===== config.mk =====
export PLATFORM = sky130hd
export DESIGN_NAME = dedup_top_k_network_table
export DESIGN_NICKNAME = d
export VERILOG_FILES = /design/src/rtl/dktt_pkg.sv /design/src/rtl/dedup_top_k_network_table.sv
export SDC_FILE = /design/constraint.sdc
export NUM_CORES = 2
export LEC_CHECK = 0
export BUFFER_PORTS_ARGS = -buffer_cell sky130_fd_sc_hd__buf_2
export CORE_ASPECT_RATIO = 0.8
export CORE_UTILIZATION = 45
export DETAILED_ROUTE_END_ITERATION = 10
export HOLD_SLACK_MARGIN = 0.1
export PLACE_DENSITY = 0.67
export SYNTH_ARGS = -nofsm -noshare
export SYNTH_HDL_FRONTEND = slang
export SYNTH_MEMORY_MAX_BITS = 65536
export SYNTH_SLANG_ARGS = --single-unit

===== constraint.sdc =====
create_clock -name clock -period 65.7 [get_ports clock]
set_input_delay 13.14 -clock clock [delete_from_list [all_inputs] [get_ports clock]]
set_output_delay 13.14 -clock clock [all_outputs]
set_load 0.01 [all_outputs]

===== src/rtl/dktt_pkg.sv =====
// ----------------------------------------------------------------------------
// dktt_pkg
// Types and constants of the deduplicating top-k network table.
// ----------------------------------------------------------------------------
package dktt_pkg;

   localparam int MAX_ENTRIES_DEF = 16;
   localparam int NAME_WORD_W     = 64;
   localparam int NAME_BYTES      = 32;
   localparam int NAME_W          = NAME_BYTES * 8;
   localparam int SIG_W           = 8;
   localparam int OP_W            = 2;

   // operation codes
   localparam logic [OP_W-1:0] OP_CLEAR  = 2'd0;
   localparam logic [OP_W-1:0] OP_INSERT = 2'd1;
   localparam logic [OP_W-1:0] OP_REPORT = 2'd2;

   // one table row
   typedef struct packed {
      logic [NAME_W-1:0]       name;
      logic signed [SIG_W-1:0] sig;
      logic                    sec;
   } entry_type;

endpackage


===== src/rtl/dedup_top_k_network_table.sv =====
// ----------------------------------------------------------------------------
// dedup_top_k_network_table
// Bounded table of scanned networks with name dedup, weakest-entry
// replacement and a strongest-first report.
// ----------------------------------------------------------------------------
// Usage:
//  - req_ channel carries one word per command: clear, insert or report.
//    req_stall is high while a command is in progress; the block takes one
//    command at a time.
//  - Insert walks the table through its single-port row memory, one stored
//    entry a cycle with the compare in the cycle after the read. Names are
//    cut at the first zero byte before compare and store; an empty name is
//    dropped.
//  - Report emits one rsp_ word per entry, strongest first, ties in slot
//    order, rsp_last on the final word. Each word is one selection pass over
//    the table. An empty table gives one word with rsp_entry_valid low and
//    rsp_last high.
//  - rsp_ words sit in an output register; when the receiver stalls, the
//    report pass holds until that register frees. The next command is taken
//    while the final word of a report still waits.
//  - Reset (synchronous, active high) empties the table and drops any
//    pending output word. Row contents are not cleared.
// ----------------------------------------------------------------------------
module dedup_top_k_network_table
   import dktt_pkg::*;
#(
   parameter int MAX_ENTRIES = MAX_ENTRIES_DEF
) (
   input  logic                    clock,
   input  logic                    reset,
   input  logic                    req_valid,
   output logic                    req_stall,
   input  logic [OP_W-1:0]         req_operation,
   input  logic [NAME_WORD_W-1:0]  req_name_word0,
   input  logic [NAME_WORD_W-1:0]  req_name_word1,
   input  logic [NAME_WORD_W-1:0]  req_name_word2,
   input  logic [NAME_WORD_W-1:0]  req_name_word3,
   input  logic signed [SIG_W-1:0] req_signal_dbm,
   input  logic                    req_secure_in,
   output logic                    rsp_valid,
   input  logic                    rsp_stall,
   output logic [NAME_WORD_W-1:0]  rsp_out_word0,
   output logic [NAME_WORD_W-1:0]  rsp_out_word1,
   output logic [NAME_WORD_W-1:0]  rsp_out_word2,
   output logic [NAME_WORD_W-1:0]  rsp_out_word3,
   output logic signed [SIG_W-1:0] rsp_out_signal,
   output logic                    rsp_out_secure,
   output logic                    rsp_entry_valid,
   output logic                    rsp_last
);

   localparam int CNT_W = $clog2(MAX_ENTRIES + 1);
   localparam int IDX_W = (MAX_ENTRIES > 1) ? $clog2(MAX_ENTRIES) : 1;

   localparam logic [1:0] ST_IDLE = 2'd0;
   localparam logic [1:0] ST_INS  = 2'd1;
   localparam logic [1:0] ST_RPT  = 2'd2;
   localparam logic [1:0] ST_EMIT = 2'd3;

   // table memory
   entry_type mem [MAX_ENTRIES];
   entry_type rd_data_ff;
   logic [IDX_W-1:0] rd_addr;
   logic             wr_en;
   logic [IDX_W-1:0] wr_addr;
   entry_type        wr_data;

   // control and datapath registers
   logic [1:0]       state_ff, state_in;
   logic [CNT_W-1:0] cnt_ff, cnt_in;
   logic [CNT_W-1:0] scan_idx_ff, scan_idx_in;
   logic             cmp_vld_ff, cmp_vld_in;
   logic [IDX_W-1:0] cmp_idx_ff, cmp_idx_in;
   entry_type        ins_ff, ins_in;
   logic             weak_any_ff, weak_any_in;
   logic [IDX_W-1:0] weak_idx_ff, weak_idx_in;
   logic signed [SIG_W-1:0] weak_sig_ff, weak_sig_in;
   logic             best_any_ff, best_any_in;
   entry_type        best_ff, best_in;
   logic [IDX_W-1:0] best_idx_ff, best_idx_in;
   logic             have_prev_ff, have_prev_in;
   logic signed [SIG_W-1:0] prev_sig_ff, prev_sig_in;
   logic [IDX_W-1:0] prev_idx_ff, prev_idx_in;
   logic [CNT_W-1:0] rank_ff, rank_in;
   logic             rsp_valid_ff, rsp_valid_in;
   entry_type        rsp_ent_ff, rsp_ent_in;
   logic             rsp_ev_ff, rsp_ev_in;
   logic             rsp_last_ff, rsp_last_in;

   // name cut at the first zero byte
   logic [NAME_W-1:0]     raw_name;
   logic [NAME_W-1:0]     norm_name;
   logic [NAME_BYTES-1:0] keep;

   assign raw_name = {req_name_word3, req_name_word2, req_name_word1, req_name_word0};

   always_comb begin
      keep[0] = |raw_name[7:0];
      for (int k = 1; k < NAME_BYTES; k++) begin
         keep[k] = keep[k-1] & (|raw_name[8*k +: 8]);
      end
      for (int k = 0; k < NAME_BYTES; k++) begin
         norm_name[8*k +: 8] = raw_name[8*k +: 8] & {8{keep[k]}};
      end
   end

   // shared compare unit on the row coming out of the memory
   logic name_hit;
   logic scan_done;
   logic eligible;
   logic take_best;
   logic rsp_free;

   assign name_hit  = (rd_data_ff.name == ins_ff.name);
   assign scan_done = (scan_idx_ff == cnt_ff) && !cmp_vld_ff;
   assign eligible  = !have_prev_ff || (rd_data_ff.sig < prev_sig_ff) ||
                      ((rd_data_ff.sig == prev_sig_ff) && (cmp_idx_ff > prev_idx_ff));
   assign take_best = eligible && (!best_any_ff || (rd_data_ff.sig > best_ff.sig));
   assign rsp_free  = !rsp_valid_ff || !rsp_stall;

   // sequencer
   always_comb begin
      state_in     = state_ff;
      cnt_in       = cnt_ff;
      scan_idx_in  = scan_idx_ff;
      cmp_vld_in   = 1'b0;
      cmp_idx_in   = cmp_idx_ff;
      ins_in       = ins_ff;
      weak_any_in  = weak_any_ff;
      weak_idx_in  = weak_idx_ff;
      weak_sig_in  = weak_sig_ff;
      best_any_in  = best_any_ff;
      best_in      = best_ff;
      best_idx_in  = best_idx_ff;
      have_prev_in = have_prev_ff;
      prev_sig_in  = prev_sig_ff;
      prev_idx_in  = prev_idx_ff;
      rank_in      = rank_ff;
      rsp_valid_in = rsp_valid_ff && rsp_stall;
      rsp_ent_in   = rsp_ent_ff;
      rsp_ev_in    = rsp_ev_ff;
      rsp_last_in  = rsp_last_ff;
      rd_addr      = scan_idx_ff[IDX_W-1:0];
      wr_en        = 1'b0;
      wr_addr      = cmp_idx_ff;
      wr_data      = ins_ff;

      // issue one row read a cycle while scanning
      if ((state_ff == ST_INS || state_ff == ST_RPT) && (scan_idx_ff != cnt_ff)) begin
         scan_idx_in = scan_idx_ff + CNT_W'(1);
         cmp_vld_in  = 1'b1;
         cmp_idx_in  = scan_idx_ff[IDX_W-1:0];
      end

      unique case (state_ff)
         ST_IDLE: begin
            if (req_valid) begin
               scan_idx_in = '0;
               unique case (req_operation)
                  OP_CLEAR: begin
                     cnt_in = '0;
                  end
                  OP_INSERT: begin
                     if (keep[0]) begin
                        ins_in      = '{name: norm_name, sig: req_signal_dbm,
                                        sec: req_secure_in};
                        weak_any_in = 1'b0;
                        state_in    = ST_INS;
                     end
                  end
                  OP_REPORT: begin
                     have_prev_in = 1'b0;
                     best_any_in  = 1'b0;
                     rank_in      = '0;
                     state_in     = (cnt_ff == '0) ? ST_EMIT : ST_RPT;
                  end
                  default: begin
                  end
               endcase
            end
         end

         ST_INS: begin
            priority if (cmp_vld_ff && name_hit) begin
               // known name: keep the stronger signal, merge the flag
               wr_en       = 1'b1;
               wr_addr     = cmp_idx_ff;
               wr_data     = rd_data_ff;
               wr_data.sig = (ins_ff.sig > rd_data_ff.sig) ? ins_ff.sig : rd_data_ff.sig;
               wr_data.sec = rd_data_ff.sec | ins_ff.sec;
               state_in    = ST_IDLE;
            end else if (cmp_vld_ff) begin
               // track the first weakest row
               if (!weak_any_ff || (rd_data_ff.sig < weak_sig_ff)) begin
                  weak_any_in = 1'b1;
                  weak_idx_in = cmp_idx_ff;
                  weak_sig_in = rd_data_ff.sig;
               end
            end else if (scan_done) begin
               state_in = ST_IDLE;
               if (cnt_ff < CNT_W'(MAX_ENTRIES)) begin
                  wr_en   = 1'b1;
                  wr_addr = cnt_ff[IDX_W-1:0];
                  cnt_in  = cnt_ff + CNT_W'(1);
               end else if (ins_ff.sig > weak_sig_ff) begin
                  wr_en   = 1'b1;
                  wr_addr = weak_idx_ff;
               end
            end
         end

         ST_RPT: begin
            // selection pass: next row after the previous one in report order
            if (cmp_vld_ff && take_best) begin
               best_any_in = 1'b1;
               best_in     = rd_data_ff;
               best_idx_in = cmp_idx_ff;
            end
            if (scan_done) begin
               state_in = ST_EMIT;
            end
         end

         ST_EMIT: begin
            if (rsp_free) begin
               rsp_valid_in = 1'b1;
               if (cnt_ff == '0) begin
                  rsp_ent_in  = '0;
                  rsp_ev_in   = 1'b0;
                  rsp_last_in = 1'b1;
                  state_in    = ST_IDLE;
               end else begin
                  rsp_ent_in   = best_ff;
                  rsp_ev_in    = 1'b1;
                  rsp_last_in  = (rank_ff + CNT_W'(1) == cnt_ff);
                  rank_in      = rank_ff + CNT_W'(1);
                  have_prev_in = 1'b1;
                  prev_sig_in  = best_ff.sig;
                  prev_idx_in  = best_idx_ff;
                  best_any_in  = 1'b0;
                  scan_idx_in  = '0;
                  state_in     = (rank_ff + CNT_W'(1) == cnt_ff) ? ST_IDLE : ST_RPT;
               end
            end
         end

         default: begin
            state_in = ST_IDLE;
         end
      endcase
   end

   // table memory ports
   always_ff @(posedge clock) begin
      if (wr_en) begin
         mem[wr_addr] <= wr_data;
      end
      rd_data_ff <= mem[rd_addr];
   end

   // control registers
   always_ff @(posedge clock) begin
      if (reset) begin
         state_ff     <= ST_IDLE;
         cnt_ff       <= '0;
         cmp_vld_ff   <= 1'b0;
         rsp_valid_ff <= 1'b0;
      end else begin
         state_ff     <= state_in;
         cnt_ff       <= cnt_in;
         cmp_vld_ff   <= cmp_vld_in;
         rsp_valid_ff <= rsp_valid_in;
      end
   end

   // datapath registers
   always_ff @(posedge clock) begin
      scan_idx_ff  <= scan_idx_in;
      cmp_idx_ff   <= cmp_idx_in;
      ins_ff       <= ins_in;
      weak_any_ff  <= weak_any_in;
      weak_idx_ff  <= weak_idx_in;
      weak_sig_ff  <= weak_sig_in;
      best_any_ff  <= best_any_in;
      best_ff      <= best_in;
      best_idx_ff  <= best_idx_in;
      have_prev_ff <= have_prev_in;
      prev_sig_ff  <= prev_sig_in;
      prev_idx_ff  <= prev_idx_in;
      rank_ff      <= rank_in;
      rsp_ent_ff   <= rsp_ent_in;
      rsp_ev_ff    <= rsp_ev_in;
      rsp_last_ff  <= rsp_last_in;
   end

   // outputs
   assign req_stall       = (state_ff != ST_IDLE);
   assign rsp_valid       = rsp_valid_ff;
   assign rsp_out_word0   = rsp_ent_ff.name[0*NAME_WORD_W +: NAME_WORD_W];
   assign rsp_out_word1   = rsp_ent_ff.name[1*NAME_WORD_W +: NAME_WORD_W];
   assign rsp_out_word2   = rsp_ent_ff.name[2*NAME_WORD_W +: NAME_WORD_W];
   assign rsp_out_word3   = rsp_ent_ff.name[3*NAME_WORD_W +: NAME_WORD_W];
   assign rsp_out_signal  = rsp_ent_ff.sig;
   assign rsp_out_secure  = rsp_ent_ff.sec;
   assign rsp_entry_valid = rsp_ev_ff;
   assign rsp_last        = rsp_last_ff;

endmodule


==> Word-level counts from Yosys, hierarchy flattened <==
Memory sizes are Yosys's and may differ from the RTL's. A register that Yosys moved wholly into a read port is not among the register bits.
Cells that the tools add are included.
{ "classes": {"addsub": 3, "n_reduce_logical": 68, "mul": 0, "mux": 66, "n_div": 0, "order_cmp": 7, "n_bitwise": 66, "shifts": 0, "eq_ne": 29} }
{ "op_table": {"columns": ["op", "n"], "rows": [
  ["$mux W265", 2],
  ["$and A8 B8 Y8", 32],
  ["$eq A256 B256 Y1", 1],
  ["$reduce_or A8 Y1", 32],
  ["$mux W5", 14],
  ["$and A1 B1 Y1", 31],
  ["$pmux W5 S2", 3],
  ["$mux W1", 26],
  ["$gt A8 B8 Y1", 3],
  ["$mux W4", 6],
  ["$reduce_and A7 Y1", 3],
  ["$mux W2", 9],
  ["$ne A2 B2 Y1 const B", 9],
  ["$lt A8 B8 Y1", 2],
  ["$add A5 B1 Y5 const B", 3],
  ["$ne A2 B1 Y1 const B", 6],
  ["$eq A5 B5 Y1", 2],
  ["$eq A8 B8 Y1", 1],
  ["$mux W8", 1],
  ["$pmux W2 S4", 1],
  ["$reduce_and A4 Y1", 2],
  ["$logic_and A1 B1 Y1", 7],
  ["$eq A2 B2 Y1 const B", 3],
  ["$logic_not A1 Y1", 6],
  ["other kinds (21)", 34]
]} }
{ "totals": {"out_inout_bits": 269, "n_memories": 1, "regBits": 851, "latchBits": 0, "rom_bits": 0, "ramBits": 4240, "wordCells": 266, "input_bits": 271} }
{ "memory_table": {"columns": ["memory", "depth", "word_bits", "read_ports", "rd_clocked_by_memory_dff", "wr", "line", "rtl"], "rows": [
  ["mem", 16, 265, 1, 1, 1, "dedup_top_k_network_table.sv:61", "entry_type mem [MAX_ENTRIES];"]
]} }

==> Logic depth before layout (Yosys ltp) <==
{ "logic_depth": {"ltp_word": 33, "ltp_mapped": 10, "depth_no_buf": 10} }

==> Least setup slack after synthesis <==
No wires, ideal clock.
{ "synth_timing": {"kind": "input-to-reg", "startpoint": "in rsp_stall", "endpoint": "reg prev_idx_ff[0], enable pin", "setup_slack_ns": 38.332, "n_path_buf": 0, "required_time_ns": 65.334, "arrival_ns": 27.002, "stages": 2, "setup_time_ns": 0.366, "cell_sequence": "a21oi_1 -> and2_1"} }
{ "synth_between": {"elab_chain_cells": 3} }
{ "synth_lines": {"columns": ["item", "line", "rtl"], "rows": [
  ["start, declared", "dedup_top_k_network_table.sv:41", "input logic rsp_stall,"],
  ["$logic_not A1 Y1", "dedup_top_k_network_table.sv:119", "assign rsp_free = !rsp_valid_ff || !rsp_stall;"],
  ["$logic_or A1 B1 Y1", "dedup_top_k_network_table.sv:119", null],
  ["$reduce_and A3 Y1 (no source line)", null, null],
  ["end signal, assigned", "dedup_top_k_network_table.sv:289", "prev_idx_ff <= prev_idx_in;"],
  ["end, declared", "dedup_top_k_network_table.sv:83", "logic [IDX_W-1:0] prev_idx_ff, prev_idx_in;"]
]} }
No other way between the ends.
A chain may end at the register's enable or synchronous reset.

==> Worst setup path in the final report <==
{ "layout_timing": {"startpoint": "in req_name_word0[6]", "endpoint": "reg ins_ff[258] in the netlist's numbering (data pin)"} }
{ "layout_between": {"elab_chain_cells": 33} }
{ "layout_lines": {"columns": ["item", "line", "rtl"], "rows": [
  ["start, declared", "dedup_top_k_network_table.sv:34", "input logic [NAME_WORD_W-1:0] req_name_word0,"],
  ["$reduce_or A8 Y1", "dedup_top_k_network_table.sv:98", "keep[0] = |raw_name[7:0];"],
  ["$and A1 B1 Y1 (31 in a row)", "dedup_top_k_network_table.sv:100", "keep[k] = keep[k-1] & (|raw_name[8*k +: 8]);"],
  ["$and A8 B8 Y8", "dedup_top_k_network_table.sv:103", "norm_name[8*k +: 8] = raw_name[8*k +: 8] & {8{keep[k]}};"],
  ["named net norm_name[249]", "dedup_top_k_network_table.sv:92", "logic [NAME_W-1:0] norm_name;"],
  ["end signal, assigned", "dedup_top_k_network_table.sv:280", "ins_ff <= ins_in;"],
  ["end, declared", "dedup_top_k_network_table.sv:74", "entry_type ins_ff, ins_in;"]
]} }
The timed path passes the listed nets, and every way through them passes these cells.

==> results.py <==
metrics = {
    "clock_network": {
        "cts_tree": "yes",
        "path_clk_slew_ps": 60,
        "cts_max_level": 6,
        "cts_root_buffer": "clkbuf_16",
        "postCtsHoldBufs": 0,
        "cts_resized": 0,
        "numCtsBuffers": 521,
        "cts_sinks": 5356,
        "clockBufferDepth": 4,
        "postCtsSetupBuffers": 0,
        "clk_latency_ps": 1070,
    },
    "layout": {
        "layout-drive-gt1-share_pct": 29.69,
        "area_growth_pct": 13.42,
        "multi_input_area_sq_mm": 0.03885,
        "final_area_sq_mm": 0.2260,
        "layout.nets": 9584,
        "num-fill-cells": 33607,
        "utilization_pct": 51.26,
        "ff_latch_area_sq_mm": 0.1581,
    },
    "logic_synthesis": {
        "synth_cells": 8599,
        "synthArstFlopShare_pct": 0,
        "ys_ff_latch": 5356,
        "yosysWarnings": 0,
        "syn_avg_cell_area_sq_um": 23.17,
        "synth_enable_flop_cells": 5077,
        "synthFlopType": "edfxtp_1",
        "syn_area_sq_mm": 0.1992,
        "ys_seq_area_share_pct": 79.33,
        "syn_nets": 8924,
        "ys_types": 69,
    },
    "drt": {
        "drt_iter0_drc": 12396,
        "drt-total-wl_microns": 527900,
        "via_per_inst": 6.012,
        "num_vias": 93370,
        "firstDrtPassIters": 5,
        "final_antenna_net_count": 0,
        "drc": 0,
        "wire_per_inst_microns": 33.99,
    },
    "worst_setup_path": {
        "cp.required_ps": 66580,
        "r2r_cells": 12,
        "worstSetupPathType": "primary input to flip-flop",
        "worst_setup_path_end_kind": "flip-flop",
        "cpPeakStageDelay_ps": 1010,
        "crit_fanout": 34,
        "crit_chain": "buf_2 -> nor4_1 -> nand2_1 -> nand3_1 -> nor4_4 -> buf_4 -> nor4b_4 -> buf_4 -> nand3_1 -> nor3_4 -> and3_1",
        "regToRegEndpoint": "mem[5][218]",
        "rrSetupSlack_ps": 56380,
        "critPathSlowestCell": "nor3_4",
        "worstSetupStartpoint": "req_name_word0[6]",
        "setup.worst_path.end": "ins_ff[258]",
        "arrival_ps": 18050,
        "start_kind": "primary input",
        "r2r_start": "ins_ff[82]",
    },
    "power": {
        "powerDensity_mw_per_mm2": 34.92,
        "ir_worst_vdd_uv": 29.46,
        "total_power_w": 0.007892,
        "p_leak_nw": 69.87,
    },
    "global_routing": {
        "grt_pass1_wl_microns": 731100,
        "grt_use_total_pct": 23.33,
        "grt_overflow": 0,
        "grt_max_degree": 148,
        "grt_antenna_before_repair": 40,
        "grt_pass1_vias": 93640,
    },
    "floorplan": {
        "ios": 540,
        "num_rows": 218,
        "die_h_microns": 597.1,
        "core_area_sq_mm": 0.4408,
        "die-width_microns": 745.9,
        "dieArea_sq_mm": 0.4454,
        "start_util_pct": 45.20,
    },
    "place": {
        "port_buffers": 539,
        "place.gp.congestion": 0.8048,
        "dp_hpwl_microns": 313100,
        "place_area_sq_mm": 0.2089,
    },
    "sta": {
        "fmax_mhz": 58.24,
        "max_slew_margin_pct": 12.01,
        "hold_viol_final": 0,
        "fin_tns_setup_ps": 0,
        "rsz0062_at_grt": "no",
        "slew_viol_final": 0,
        "fin_crit_ps": 17170,
        "setup-violations-final": 0,
        "period_share_pct": 26.13,
        "worstMarginPinSlew_ps": 1310,
        "clock_skew_ps": 85.52,
    },
    "job": {
        "maxCapViolCount": 0,
    },
    "hold_path": {
        "hp-class": "flip-flop to flip-flop",
    },
    "status": {
        "outcome": "finished clean",
    },
}
[cell type report]
cell class              instances  share of cell area (%)
well taps                    5830                   3.228
flip-flops and latches       5356                   69.95
multi-input cells            2572                   17.19
inverters                      57                 0.09469
repair buffers                751                   1.976
clock buffers                 699                   6.286
clock inverters               249                   1.253
diodes                         17                 0.01883
[per-stage QoR]
| step | std cells | setup WS (ps) | hold WS, ps |
|---|---|---|---|
| after CTS | 15514 | 48390 | 420.1 |
| final | 15531 | 48530 | 419.7 |
| after detailed placement | 14566 | 47290 | 405.6 |
| after global routing | 15524 | 48250 | 432.2 |
| after global placement | 14566 | 47410 | 404.9 |
| after floorplan | 8599 | 38330 | 400.3 |
[synthesized netlist by cell type, drive strengths merged, types with 2 or more instances]
cell type | n | area share, %
nor3b | 2 | 0.0075
mux2i | 2 | 0.010
ha | 54 | 0.34
o21a | 10 | 0.038
inv | 56 | 0.11
mux2 | 7 | 0.041
nand2b | 5 | 0.016
a21oi | 11 | 0.028
nor2 | 50 | 0.094
nor2b | 263 | 0.83
clkbuf | 505 | 0.95
a2111oi | 2 | 0.0088
or4 | 4 | 0.015
and2b | 3 | 0.011
a41oi | 3 | 0.013
nand3 | 15 | 0.040
buf | 109 | 0.23
xnor2 | 153 | 0.67
nor4 | 95 | 0.31
nand2 | 55 | 0.10
or2 | 2 | 0.0063
and2 | 193 | 0.61
o21ai | 14 | 0.035
edfxtp | 5077 | 77
nand4 | 55 | 0.17
mux4 | 1325 | 15
a211oi | 8 | 0.033
nor3 | 17 | 0.048
dfxtp | 279 | 2.8
a31oi | 3 | 0.0094
and3 | 63 | 0.20
and4 | 4 | 0.018
o41ai | 2 | 0.0088
a31o | 2 | 0.0088
xor2 | 116 | 0.51
a21o | 5 | 0.019
o22ai | 6 | 0.019
a311o | 2 | 0.010
a41o | 3 | 0.015
nor4b | 3 | 0.031
[how the worst min path moves through the flow]
stage,endpoint,startpoint,cells past startpoint
6_report,prev_idx_ff[3],best_idx_ff[3],0
5_1_grt,prev_idx_ff[3],best_idx_ff[3],0
4_1_cts,prev_idx_ff[3],best_idx_ff[3],0
3_5_place_dp,prev_idx_ff[3],best_idx_ff[3],0
3_3_place_gp,prev_idx_ff[3],best_idx_ff[3],0
2_1_floorplan,prev_idx_ff[0],best_idx_ff[0],0
[per-layer routing]
layer  global-route usage [%]  up-vias  share of wire (%)
met4                    6.374       12                2.8
met5                        0        -              0.013
met2                    36.64     4952                 47
met1                    33.77    50844                 40
li1                         -    36866                  -
met3                    4.579      696                9.4
[flip-flops by register name, summed over array words and instances, names as in the netlist, 4 cells and up]
name and cells:
mem 4240, best_ff 265, ins_ff 265, rd_data_ff 265, rsp_out_word0 64, rsp_out_word1 64, rsp_out_word2 64, rsp_out_word3 64
prev_sig_ff 8, rsp_out_signal 8, weak_sig_ff 8, cnt_ff 5, rank_ff 5, scan_idx_ff 5, best_idx_ff 4, cmp_idx_ff 4
prev_idx_ff 4, weak_idx_ff 4
[cell families (layout without fill, tap and decap cells)]
| group | Yosys count | count (layout) | synth area share, % |
|---|---|---|---|
| compound gates | 84 | 84 | 0.3115 |
| xor+xnor | 269 | 269 | 1.183 |
| fa+ha+maj | 54 | 54 | 0.3392 |
| buf+inv | 671 | 1756 | 1.291 |
| flops | 5356 | 5356 | 79.33 |
| mux | 1334 | 1334 | 15.03 |
| other cells | 0 | 17 | 0 |
| simple gates | 831 | 831 | 2.513 |
[power breakdown]
part           switching [W]  leakage [nW]  total [W]  internal, W
Sequential          0.000129          48.1    0.00406      0.00394
Clock                0.00131          8.27    0.00298      0.00167
Combinational       0.000508          13.5   0.000852     0.000344
Total                0.00195          69.9    0.00789      0.00595
[worst max-delay path: cells and delay by family]
family	cells	cell delay, ps
AND/OR/NAND/NOR	8	3640
buffers and inverters	3	1120
[layout by cell type (no fill, tap or decap), types with 12 or more instances in the layout]
| cell type | Yosys | routed |
|---|---|---|
| nor2_4 | 0 | 13 |
| clkinv_1 | 1 | 75 |
| ha_1 | 54 | 54 |
| inv_1 | 55 | 55 |
| and3_1 | 63 | 63 |
| bufinv_16 | 0 | 31 |
| and2_1 | 191 | 191 |
| buf_2 | 40 | 539 |
| xnor2_1 | 153 | 151 |
| buf_12 | 0 | 14 |
| clkbuf_8 | 0 | 35 |
| xor2_1 | 116 | 113 |
| mux4_2 | 1325 | 1325 |
| clkbuf_16 | 0 | 528 |
| nand3_1 | 14 | 14 |
| clkinv_8 | 0 | 12 |
| nand2_1 | 54 | 54 |
| nor2_1 | 50 | 37 |
| inv_6 | 0 | 14 |
| clkinv_16 | 0 | 20 |
| edfxtp_1 | 5077 | 5077 |
| clkinv_2 | 0 | 74 |
| nor4_1 | 93 | 86 |
| clkbuf_1 | 502 | 136 |
| nor2b_1 | 263 | 263 |
| buf_4 | 0 | 198 |
| nand4_1 | 55 | 55 |
| diode_2 | 0 | 17 |
| o21ai_0 | 14 | 14 |
| inv_16 | 0 | 12 |
| dfxtp_1 | 279 | 275 |
No activity file was read; power rests on OpenSTA's default activity.
